File: src/mart_pkg.sv
`timescale 1ns / 1ps
// mart_pkg: widths, codes and reset values shared by the rate tracker
// depends on nothing
package mart_pkg;

  localparam int unsigned HISTORY_DEPTH = 8;

  localparam int unsigned OP_W     = 2;
  localparam int unsigned TIME_W   = 48;
  localparam int unsigned SAMP_W   = 10;
  localparam int unsigned BLK_W    = 24;
  localparam int unsigned ACC_W    = 32;
  localparam int unsigned CAP_W    = 24;
  localparam int unsigned RATE_W   = 18;
  localparam int unsigned WLEN_W   = 24;
  localparam int unsigned CFG_AW   = 2;
  localparam int unsigned CFG_DW   = 24;
  localparam int unsigned SCALE_W  = 20;
  localparam int unsigned PROD_W   = ACC_W + SCALE_W;
  localparam int unsigned TGT_W    = CAP_W + 1;
  localparam int unsigned QBIT_W   = $clog2(CAP_W);

  localparam int unsigned IN_DATA_W  = 88;
  localparam int unsigned OUT_DATA_W = 48;

  localparam logic [SCALE_W-1:0] US_PER_SEC = SCALE_W'(1000000);

  // opcodes carried in tuser
  localparam logic [OP_W-1:0] OP_FRAME   = 2'd0;
  localparam logic [OP_W-1:0] OP_RESTART = 2'd1;
  localparam logic [OP_W-1:0] OP_CLEAR   = 2'd2;

  // register indexes
  localparam logic [CFG_AW-1:0] REG_SYNC = 2'd0;
  localparam logic [CFG_AW-1:0] REG_WLEN = 2'd1;
  localparam logic [CFG_AW-1:0] REG_FULL = 2'd2;
  localparam logic [CFG_AW-1:0] REG_MIN  = 2'd3;

  localparam logic              SYNC_RST = 1'b1;
  localparam logic [WLEN_W-1:0] WLEN_RST = WLEN_W'(1000000);
  localparam logic [RATE_W-1:0] FULL_RST = RATE_W'(32768);
  localparam logic [RATE_W-1:0] MIN_RST  = RATE_W'(8192);

  localparam logic [TGT_W-1:0] ROUND_HALF = TGT_W'(256);
  localparam logic [TGT_W-1:0] ROUND_MASK = ~TGT_W'(511);

endpackage

File: src/mart_ram.sv
`timescale 1ns / 1ps
// mart_ram: generic single-write, single-read ram with registered read data
// depends on nothing
module mart_ram #(
  parameter int unsigned WIDTH = 24,
  parameter int unsigned DEPTH = 8
) (
  input  logic                                          clk_i,
  input  logic                                          we_i,
  input  logic [((DEPTH > 1) ? $clog2(DEPTH) : 1)-1:0] waddr_i,
  input  logic [WIDTH-1:0]                              wdata_i,
  input  logic [((DEPTH > 1) ? $clog2(DEPTH) : 1)-1:0] raddr_i,
  output logic [WIDTH-1:0]                              rdata_o
);

  logic [WIDTH-1:0] mem_q [DEPTH];
  logic [WIDTH-1:0] rdata_q;

  always_ff @(posedge clk_i) begin
    if (we_i) begin
      mem_q[waddr_i] <= wdata_i;
    end
    rdata_q <= mem_q[raddr_i];
  end

  assign rdata_o = rdata_q;

endmodule

File: src/median_audio_rate_tracker.sv
`timescale 1ns / 1ps
// median_audio_rate_tracker: top level of the audio rate tracker
// depends on mart_pkg and mart_ram
//
// usage: one input beat per video frame on the s_axis channel. tuser holds the
// opcode (frame done, restart window, clear history and restart), tdata holds
// now_us, frame_samples and frame_blocked_us. each input beat gives exactly one
// output beat on m_axis carrying the current rate, the last capability and the
// rate_changed / evaluated flags.
// the cfg channel writes the four registers; it is always ready and should be
// used only while the tracker is idle.
// a beat that closes no window skips the divider and the median search. closing a window runs
// through the elapsed time, the product and the 24-step restoring divider (skipped when the
// quotient saturates), then the median search over the n stored history entries on the single
// ram read port. one beat is in work at a time.
// s_axis_tready is high whenever the sequencer is idle, even while a result
// waits in the output register; a stalled receiver holds the next result in
// the sequencer until the output register frees up.
// reset: registers take their default values, window and history are empty,
// the rate is 32768 Hz; history ram contents are not cleared.
module median_audio_rate_tracker #(
  parameter int unsigned HISTORY_DEPTH = mart_pkg::HISTORY_DEPTH
) (
  input  logic                                clk_i,
  input  logic                                rst_ni,
  // input stream
  input  logic                                s_axis_tvalid,
  output logic                                s_axis_tready,
  // now_us[47:0], frame_samples[57:48], frame_blocked_us[81:58], zero fill
  input  logic [mart_pkg::IN_DATA_W-1:0]      s_axis_tdata,
  // opcode[1:0]
  input  logic [mart_pkg::OP_W-1:0]           s_axis_tuser,
  // output stream
  output logic                                m_axis_tvalid,
  input  logic                                m_axis_tready,
  // rate_hz[17:0], capability[41:18], zero fill
  output logic [mart_pkg::OUT_DATA_W-1:0]     m_axis_tdata,
  // rate_changed[0], evaluated[1]
  output logic [1:0]                          m_axis_tuser,
  // configuration writes
  input  logic                                cfg_valid_i,
  output logic                                cfg_ready_o,
  input  logic [mart_pkg::CFG_AW-1:0]         cfg_addr_i,
  input  logic [mart_pkg::CFG_DW-1:0]         cfg_data_i
);

  localparam int unsigned HW = (HISTORY_DEPTH > 1) ? $clog2(HISTORY_DEPTH) : 1;
  localparam int unsigned CW = $clog2(HISTORY_DEPTH + 1);

  localparam int unsigned TW = mart_pkg::TIME_W;
  localparam int unsigned AW = mart_pkg::ACC_W;
  localparam int unsigned PW = mart_pkg::PROD_W;
  localparam int unsigned CPW = mart_pkg::CAP_W;
  localparam int unsigned RW = mart_pkg::RATE_W;
  localparam int unsigned GW = mart_pkg::TGT_W;

  localparam logic [3:0] S_IDLE = 4'd0;
  localparam logic [3:0] S_ELAP = 4'd1;
  localparam logic [3:0] S_DEN  = 4'd2;
  localparam logic [3:0] S_CHK  = 4'd3;
  localparam logic [3:0] S_DIV  = 4'd4;
  localparam logic [3:0] S_PUSH = 4'd5;
  localparam logic [3:0] S_MLD  = 4'd6;
  localparam logic [3:0] S_MCAP = 4'd7;
  localparam logic [3:0] S_MCMP = 4'd8;
  localparam logic [3:0] S_TGT1 = 4'd9;
  localparam logic [3:0] S_TGT2 = 4'd10;
  localparam logic [3:0] S_FIN  = 4'd11;

  // input fields
  logic [mart_pkg::OP_W-1:0]   in_op;
  logic [TW-1:0]               in_now;
  logic [mart_pkg::SAMP_W-1:0] in_samp;
  logic [mart_pkg::BLK_W-1:0]  in_blk;

  assign in_op   = s_axis_tuser;
  assign in_now  = s_axis_tdata[47:0];
  assign in_samp = s_axis_tdata[57:48];
  assign in_blk  = s_axis_tdata[81:58];

  // control and architectural state
  logic [3:0]                  state_q, state_d;
  logic                        sync_q, sync_d;
  logic [mart_pkg::WLEN_W-1:0] wlen_q, wlen_d;
  logic [RW-1:0]               full_q, full_d;
  logic [RW-1:0]               min_q, min_d;
  logic [TW-1:0]               start_q, start_d;
  logic [AW-1:0]               wsamp_q, wsamp_d;
  logic [AW-1:0]               wblk_q, wblk_d;
  logic [CW-1:0]               count_q, count_d;
  logic [HW-1:0]               next_q, next_d;
  logic [RW-1:0]               cur_q, cur_d;
  logic [CPW-1:0]              lcap_q, lcap_d;
  logic                        chg_q, chg_d;
  logic                        eval_q, eval_d;
  logic                        ovld_q, ovld_d;

  // working registers
  logic [TW-1:0]               now_q, now_d;
  logic [TW-1:0]               elap_q, elap_d;
  logic [TW-1:0]               den_q, den_d;
  logic [PW-1:0]               prod_q, prod_d;
  logic [TW-1:0]               rem_q, rem_d;
  logic [CPW-1:0]              quot_q, quot_d;
  logic [mart_pkg::QBIT_W-1:0] qbit_q, qbit_d;
  logic [HW-1:0]               mi_q, mi_d;
  logic [HW-1:0]               mj_q, mj_d;
  logic [CPW-1:0]              cand_q, cand_d;
  logic [CW-1:0]               lt_q, lt_d;
  logic [CW-1:0]               le_q, le_d;
  logic [CPW-1:0]              med_q, med_d;
  logic [GW-1:0]               tgt_q, tgt_d;
  logic [RW-1:0]               orate_q, orate_d;
  logic [CPW-1:0]              ocap_q, ocap_d;
  logic                        ochg_q, ochg_d;
  logic                        oeval_q, oeval_d;

  // history ram
  logic           ram_we;
  logic [HW-1:0]  ram_raddr;
  logic [CPW-1:0] ram_rdata;

  mart_ram #(
    .WIDTH(CPW),
    .DEPTH(HISTORY_DEPTH)
  ) u_hist_ram (
    .clk_i  (clk_i),
    .we_i   (ram_we),
    .waddr_i(next_q),
    .wdata_i(quot_q),
    .raddr_i(ram_raddr),
    .rdata_o(ram_rdata)
  );

  logic s_acc;
  logic o_free;

  assign s_axis_tready = (state_q == S_IDLE);
  assign s_acc         = s_axis_tvalid && s_axis_tready;
  assign o_free        = !ovld_q || m_axis_tready;
  assign cfg_ready_o   = 1'b1;

  assign m_axis_tvalid = ovld_q;
  assign m_axis_tdata  = {6'd0, ocap_q, orate_q};
  assign m_axis_tuser  = {oeval_q, ochg_q};

  // datapath helpers
  logic [AW:0]           samp_sum, blk_sum;
  logic [TW-1:0]         elap_now, wl_eff, half, blk_ext, blk_min, den_raw;
  logic [TW+CPW-1:0]     prod_ext, den_shift;
  logic [TW:0]           r2, den_ext;
  logic                  r_ge;
  logic [CPW-1:0]        prod_lo;
  logic                  m_lt, m_le, m_hit;
  logic [CW-1:0]         lt_n, le_n, med_k;
  logic [CPW-1:0]        t1;
  logic [GW-1:0]         cl1;
  logic [RW-1:0]         cl2, adiff;
  logic                  adopt;

  always_comb begin
    samp_sum  = {1'b0, wsamp_q} + (AW + 1)'(in_samp);
    blk_sum   = {1'b0, wblk_q} + (AW + 1)'(in_blk);
    elap_now  = now_q - start_q;
    wl_eff    = (wlen_q == '0) ? TW'(1) : TW'(wlen_q);
    half      = elap_q >> 1;
    blk_ext   = TW'(wblk_q);
    blk_min   = (blk_ext > half) ? half : blk_ext;
    den_raw   = elap_q - blk_min;
    prod_ext  = (TW + CPW)'(prod_q);
    den_shift = {den_q, CPW'(0)};
    prod_lo   = prod_q[CPW-1:0];
    r2        = {rem_q, prod_lo[qbit_q]};
    den_ext   = {1'b0, den_q};
    r_ge      = (r2 >= den_ext);
    m_lt      = (ram_rdata < cand_q);
    m_le      = (ram_rdata <= cand_q);
    lt_n      = lt_q + CW'(m_lt);
    le_n      = le_q + CW'(m_le);
    med_k     = count_q >> 1;
    m_hit     = (lt_n <= med_k) && (med_k < le_n);
    t1        = med_q - (med_q >> 6);
    cl1       = (tgt_q < GW'(min_q)) ? GW'(min_q) : tgt_q;
    cl2       = (cl1 > GW'(full_q)) ? full_q : cl1[RW-1:0];
    adiff     = (cl2 > cur_q) ? (cl2 - cur_q) : (cur_q - cl2);
    adopt     = ({adiff, 4'd0} > (RW + 4)'(cur_q));
  end

  always_comb begin
    state_d = state_q;
    sync_d  = sync_q;
    wlen_d  = wlen_q;
    full_d  = full_q;
    min_d   = min_q;
    start_d = start_q;
    wsamp_d = wsamp_q;
    wblk_d  = wblk_q;
    count_d = count_q;
    next_d  = next_q;
    cur_d   = cur_q;
    lcap_d  = lcap_q;
    chg_d   = chg_q;
    eval_d  = eval_q;
    ovld_d  = ovld_q;
    now_d   = now_q;
    elap_d  = elap_q;
    den_d   = den_q;
    prod_d  = prod_q;
    rem_d   = rem_q;
    quot_d  = quot_q;
    qbit_d  = qbit_q;
    mi_d    = mi_q;
    mj_d    = mj_q;
    cand_d  = cand_q;
    lt_d    = lt_q;
    le_d    = le_q;
    med_d   = med_q;
    tgt_d   = tgt_q;
    orate_d = orate_q;
    ocap_d  = ocap_q;
    ochg_d  = ochg_q;
    oeval_d = oeval_q;
    ram_we    = 1'b0;
    ram_raddr = mi_q;

    if (m_axis_tready) begin
      ovld_d = 1'b0;
    end

    if (cfg_valid_i) begin
      unique case (cfg_addr_i)
        mart_pkg::REG_SYNC: sync_d = cfg_data_i[0];
        mart_pkg::REG_WLEN: wlen_d = cfg_data_i;
        mart_pkg::REG_FULL: full_d = cfg_data_i[RW-1:0];
        mart_pkg::REG_MIN:  min_d  = cfg_data_i[RW-1:0];
        default: ;
      endcase
    end

    unique case (state_q)
      S_IDLE: begin
        if (s_acc) begin
          now_d   = in_now;
          eval_d  = 1'b0;
          chg_d   = 1'b0;
          state_d = S_FIN;
          if (!sync_q) begin
            chg_d = (cur_q != full_q);
            cur_d = full_q;
          end
          priority case (in_op)
            mart_pkg::OP_FRAME: begin
              wsamp_d = samp_sum[AW] ? '1 : samp_sum[AW-1:0];
              wblk_d  = blk_sum[AW] ? '1 : blk_sum[AW-1:0];
              if (sync_q) begin
                state_d = S_ELAP;
              end
            end
            mart_pkg::OP_RESTART: begin
              start_d = in_now;
              wsamp_d = '0;
              wblk_d  = '0;
            end
            mart_pkg::OP_CLEAR: begin
              start_d = in_now;
              wsamp_d = '0;
              wblk_d  = '0;
              count_d = '0;
              next_d  = '0;
            end
            default: ;
          endcase
        end
      end
      S_ELAP: begin
        elap_d  = elap_now;
        state_d = (elap_now < wl_eff) ? S_FIN : S_DEN;
      end
      S_DEN: begin
        den_d   = (den_raw == '0) ? TW'(1) : den_raw;
        prod_d  = PW'(wsamp_q) * PW'(mart_pkg::US_PER_SEC);
        state_d = S_CHK;
      end
      S_CHK: begin
        if (prod_ext >= den_shift) begin
          quot_d  = '1;
          state_d = S_PUSH;
        end else begin
          rem_d   = TW'(prod_q[PW-1:CPW]);
          qbit_d  = mart_pkg::QBIT_W'(CPW - 1);
          quot_d  = '0;
          state_d = S_DIV;
        end
      end
      S_DIV: begin
        rem_d  = r_ge ? TW'(r2 - den_ext) : r2[TW-1:0];
        quot_d = {quot_q[CPW-2:0], r_ge};
        qbit_d = qbit_q - 1'b1;
        if (qbit_q == '0) begin
          state_d = S_PUSH;
        end
      end
      S_PUSH: begin
        ram_we  = 1'b1;
        lcap_d  = quot_q;
        eval_d  = 1'b1;
        start_d = now_q;
        wsamp_d = '0;
        wblk_d  = '0;
        next_d  = (next_q == HW'(HISTORY_DEPTH - 1)) ? '0 : next_q + 1'b1;
        if (count_q != CW'(HISTORY_DEPTH)) begin
          count_d = count_q + 1'b1;
        end
        mi_d    = '0;
        state_d = S_MLD;
      end
      S_MLD: begin
        ram_raddr = mi_q;
        state_d   = S_MCAP;
      end
      S_MCAP: begin
        cand_d    = ram_rdata;
        lt_d      = '0;
        le_d      = '0;
        mj_d      = '0;
        ram_raddr = '0;
        state_d   = S_MCMP;
      end
      S_MCMP: begin
        ram_raddr = mj_q + 1'b1;
        lt_d      = lt_n;
        le_d      = le_n;
        mj_d      = mj_q + 1'b1;
        if (mj_q == HW'(count_q - 1'b1)) begin
          if (m_hit) begin
            med_d   = cand_q;
            state_d = S_TGT1;
          end else begin
            mi_d    = mi_q + 1'b1;
            state_d = S_MLD;
          end
        end
      end
      S_TGT1: begin
        tgt_d   = (GW'(t1) + mart_pkg::ROUND_HALF) & mart_pkg::ROUND_MASK;
        state_d = S_TGT2;
      end
      S_TGT2: begin
        if (adopt) begin
          if (cl2 != cur_q) begin
            chg_d = 1'b1;
          end
          cur_d = cl2;
        end
        state_d = S_FIN;
      end
      S_FIN: begin
        if (o_free) begin
          ovld_d  = 1'b1;
          orate_d = cur_q;
          ocap_d  = lcap_q;
          ochg_d  = chg_q;
          oeval_d = eval_q;
          state_d = S_IDLE;
        end
      end
      default: state_d = S_IDLE;
    endcase
  end

  always_ff @(posedge clk_i or negedge rst_ni) begin
    if (!rst_ni) begin
      state_q <= S_IDLE;
      sync_q  <= mart_pkg::SYNC_RST;
      wlen_q  <= mart_pkg::WLEN_RST;
      full_q  <= mart_pkg::FULL_RST;
      min_q   <= mart_pkg::MIN_RST;
      start_q <= '0;
      wsamp_q <= '0;
      wblk_q  <= '0;
      count_q <= '0;
      next_q  <= '0;
      cur_q   <= mart_pkg::FULL_RST;
      lcap_q  <= '0;
      chg_q   <= 1'b0;
      eval_q  <= 1'b0;
      ovld_q  <= 1'b0;
    end else begin
      state_q <= state_d;
      sync_q  <= sync_d;
      wlen_q  <= wlen_d;
      full_q  <= full_d;
      min_q   <= min_d;
      start_q <= start_d;
      wsamp_q <= wsamp_d;
      wblk_q  <= wblk_d;
      count_q <= count_d;
      next_q  <= next_d;
      cur_q   <= cur_d;
      lcap_q  <= lcap_d;
      chg_q   <= chg_d;
      eval_q  <= eval_d;
      ovld_q  <= ovld_d;
    end
  end

  always_ff @(posedge clk_i) begin
    now_q   <= now_d;
    elap_q  <= elap_d;
    den_q   <= den_d;
    prod_q  <= prod_d;
    rem_q   <= rem_d;
    quot_q  <= quot_d;
    qbit_q  <= qbit_d;
    mi_q    <= mi_d;
    mj_q    <= mj_d;
    cand_q  <= cand_d;
    lt_q    <= lt_d;
    le_q    <= le_d;
    med_q   <= med_d;
    tgt_q   <= tgt_d;
    orate_q <= orate_d;
    ocap_q  <= ocap_d;
    ochg_q  <= ochg_d;
    oeval_q <= oeval_d;
  end

endmodule

File: config.mk
export PLATFORM = sky130hd
export DESIGN_NAME = median_audio_rate_tracker
export DESIGN_NICKNAME = d
export VERILOG_FILES = /design/src/mart_pkg.sv /design/src/mart_ram.sv /design/src/median_audio_rate_tracker.sv
export SDC_FILE = /design/constraint.sdc
export NUM_CORES = 2
export LEC_CHECK = 0
export ABC_AREA = 1
export BUFFER_PORTS_ARGS = -buffer_cell sky130_fd_sc_hd__buf_2
export CAP_MARGIN = 10
export CORE_MARGIN = 2
export CORE_UTILIZATION = 60
export CTS_CLUSTER_SIZE = 24
export DETAILED_ROUTE_END_ITERATION = 10
export PLACE_DENSITY_LB_ADDON = 0.25
export SYNTH_ARGS = -nofsm -noshare
export SYNTH_HDL_FRONTEND = slang
export SYNTH_HIERARCHICAL = 1
export SYNTH_SLANG_ARGS = --single-unit
File: constraint.sdc
create_clock -name clk_i -period 13.9 [get_ports clk_i]
set_input_delay 2.085 -clock clk_i [delete_from_list [all_inputs] [get_ports clk_i]]
set_output_delay 2.085 -clock clk_i [all_outputs]
set_load 0.02 [all_outputs]
==> flow_metrics.py <==
metrics = {
    "yosys": {
        "synth.most_common_cell": "nand2_1",
        "syn_inst": 7543,
        "synth-main-ff-cell": "edfxtp_1",
        "syn_area_per_cell_sq_um": 8.066,
        "synth_top_area_share_pct": 28.68,
        "async_flop_share_pct": 27.46,
        "yosys-top-cells-area": "edfxtp_1 29%, ha_1 12%, nand2_1 11%, dfrtp_1 9.0%, inv_1 8.2%",
        "ys_ff_latch": 834,
        "mappedNetlistArea_sq_um": 60840,
        "synth_edf_count": 581,
        "synth.distinct_cells": 74,
        "yosys_warnings": 6,
        "synth_largest_area_cell": "edfxtp_1",
        "seq_area_frac_synth_pct": 38.91,
        "synthTopCellsByCount": "1,842 x nand2_1, 1,327 x inv_1, 584 x nor2_1",
    },
    "route": {
        "wl_per_cell_microns": 18.72,
        "drc_errors": 0,
        "drtIter0Drc": 4766,
        "vias": 51399,
        "ant_nets": 0,
        "vias_per_cell": 5.622,
        "drt_wl_total_microns": 171100,
        "drt_pre_antenna_iters": 6,
    },
    "critical_path": {
        "worst_path_max_delay_cell": "nand3_1",
        "worstSetupStartpointType": "register",
        "crit_top_cell": "nand2_1",
        "r2r_cells": 46,
        "critPathMaxStageDelay_ps": 870,
        "crit_path_end_kind": "register",
        "cp_data_required_time_ps": 14520,
        "critPathArrivalTime_ps": 10070,
        "crit_fanout": 34,
        "critPathKind": "register to register",
    },
    "clock_network": {
        "cts_root_buffer": "clkbuf_16",
        "cts_setup_buffers": 0,
        "clk_latency_ps": 690,
        "clk_pin_slew_ps": 60,
        "htreeDepth": 3,
        "cts_sinks": 834,
        "clockBufferDepth": 3,
        "cts-resized-gates": 0,
        "tritoncts": "built",
        "ctsHoldBuffers": 0,
        "cts_buffers": 90,
    },
    "timing": {
        "setup-tns-final_ps": 0,
        "clock_skew_ps": 40.38,
        "final-setup-viol-count": 0,
        "fmax_mhz": 105.8,
        "slew_headroom_pct": 17.76,
        "rsz0062_at_grt": "no",
        "worst_pin_slew_ps": 1230,
        "drv_slew": 0,
        "fin_crit_ps": 9449,
        "finalCritPeriodShare_pct": 67.98,
        "hold_viol": 0,
    },
    "final_layout": {
        "multi_input_area_sq_um": 31550,
        "n_fill_cell": 8461,
        "area_growth_pct": 9.092,
        "final_layout_size_suffix_gt1_share_pct": 5.991,
        "finalNonFillerCells": 9143,
        "seq_area_sq_um": 23670,
        "nets": 8535,
    },
    "power": {
        "p_sw_w": 0.001396,
        "p_leak_nw": 32.98,
        "netSwitchingFraction_pct": 24.09,
        "powerDensity_nw_per_um2": 87.34,
        "seq_power_share_pct": 46.6,
        "combPwrFrac_pct": 8.2,
        "p_clk_share_pct": 45.2,
        "max-vdd-ir-drop_uv": 113.1,
        "power.internal_w": 0.004400,
    },
    "floorplanning": {
        "ios": 174,
        "die_x_microns": 322.4,
        "rows": 116,
        "die_h_microns": 322.4,
        "die_area_sq_um": 104000,
        "initial_utilization_pct": 60.66,
        "coreArea_sq_um": 100300,
    },
    "job": {
        "cap_viol_max_count": 0,
    },
    "global_routing": {
        "overflow": 0,
        "grt_pass1_vias": 49546,
        "grt_pass1_wl_microns": 269000,
        "antenna_found_initial": 12,
        "grt_usage_pct": 33.10,
        "grt_max_degree": 97,
    },
    "placement": {
        "gp_congestion": 0.9707,
        "portBuffers": 160,
        "dp_hpwl_microns": 132700,
        "dp_cells": 8965,
    },
    "hold_path": {
        "min_path_cells": 0,
        "hp-class": "register to register",
    },
    "outcome": {
        "status": "complete, no violations",
    },
}
-- per-layer routing --
layer | wire length [microns] | GRT usage, % | up-vias | part of all wire, %
met5 | 57 | 0 | - | 0.033
met4 | 5965 | 12.04 | 8 | 3.5
met3 | 13820 | 5.211 | 347 | 8.1
met2 | 77690 | 53.28 | 1984 | 45
met1 | 73610 | 45.38 | 24094 | 43
li1 | - | - | 24966 | -
-- placed cells by master (no fill, tap or decap), drive strengths merged, types with 25 or more instances in the layout --
master	instances
nor4	47
nand2	1860
a21oi	468
a21o	31
clkbuf	113
inv	1346
edfxtp	581
clkinv	36
nor3	56
nand4	101
buf	198
o21bai	39
a31oi	80
xor2	129
nand3	367
o21ai	478
nor2	598
ha	571
fa	142
o211ai	25
dfrtp	218
xnor2	88
-- kinds of logic after synthesis --
family | count (synthesis) | share of synthesized area (%)
flops | 834 | 38.91
simple gates | 3065 | 20.89
other cells | 2 | 0.01234
xor+xnor | 217 | 3.136
compound gates | 1212 | 11.04
fa+ha+maj | 713 | 16.42
mux | 3 | 0.05141
buf+inv | 1497 | 9.542
-- path summary, 6_finish.rpt --
check | from | to | slack, ps
setup / recovery | min_q[17] | cur_q[2] | 4450
hold / removal | u_hist_ram/rdata_o[10] | cand_q[10] | 440
setup reg to reg | min_q[17] | cur_q[2] | 4450
hold reg to reg | u_hist_ram/rdata_o[10] | cand_q[10] | 440
max in group asynchronous | rst_ni | cur_q[14] | 10490
min in group asynchronous | rst_ni | start_q[31] | 1340
-- critical path, delay by kind of cell, from the launching register on --
family	cells	cell delay, ps
XOR/XNOR	1	170
buffers and inverters	9	1250
AND/OR/NAND/NOR	26	5250
flip-flops	1	360
AO/OA/AOI/OAI	6	1210
adder cells (fa/ha/maj)	4	1080
-- power by group through the flow --
stage	registers [W]	logic (W)	clock network (W)
finish	0.00270	0.000474	0.00262
global route	0.00270	0.000539	0.00275
CTS	0.00270	0.000469	0.00265
detailed placement	0.00275	0.000465	0
global placement	0.00275	0.000460	0
floorplan	0.00274	0.000330	0
-- cell type report --
class	count	share of cell area [%]
antenna	8	0.03016
clock buffer	113	3.753
clock inverter	56	1.186
inverter	1345	7.610
multi-input combinational	5232	47.53
sequential	834	35.67
tap	1357	2.558
timing repair buffer	198	1.663
-- flip-flops by register name, indices dropped and copies added (netlist names), 18 cells and up --
register            count
u_hist_ram/mem_q      192
den_q                  48
elap_q                 48
now_q                  48
rem_q                  48
start_q                48
prod_q                 46
wblk_q                 32
wsamp_q                32
cand_q                 24
lcap_q                 24
med_q                  24
ocap_q                 24
quot_q                 24
u_hist_ram/rdata_o     24
wlen_q                 24
cur_q                  18
full_q                 18
min_q                  18
orate_q                18
-- stage by stage --
stage	utilization [%]	instance area [sq um]	hold slack (ps)	power [W]	setup WS (ps)
2_1_floorplan	-	60910	408.2	0.003066	6908
4_1_cts	66.14	66340	438.9	0.005823	4534
5_1_grt	66.17	66360	448.0	0.005988	3329
6_report	66.18	66370	437.7	0.005797	4451
3_5_place_dp	62.87	63060	420.1	0.003216	4617
3_3_place_gp	62.87	63060	421.6	0.003209	4507
Note: power is estimated with default switching activity, not from simulation.
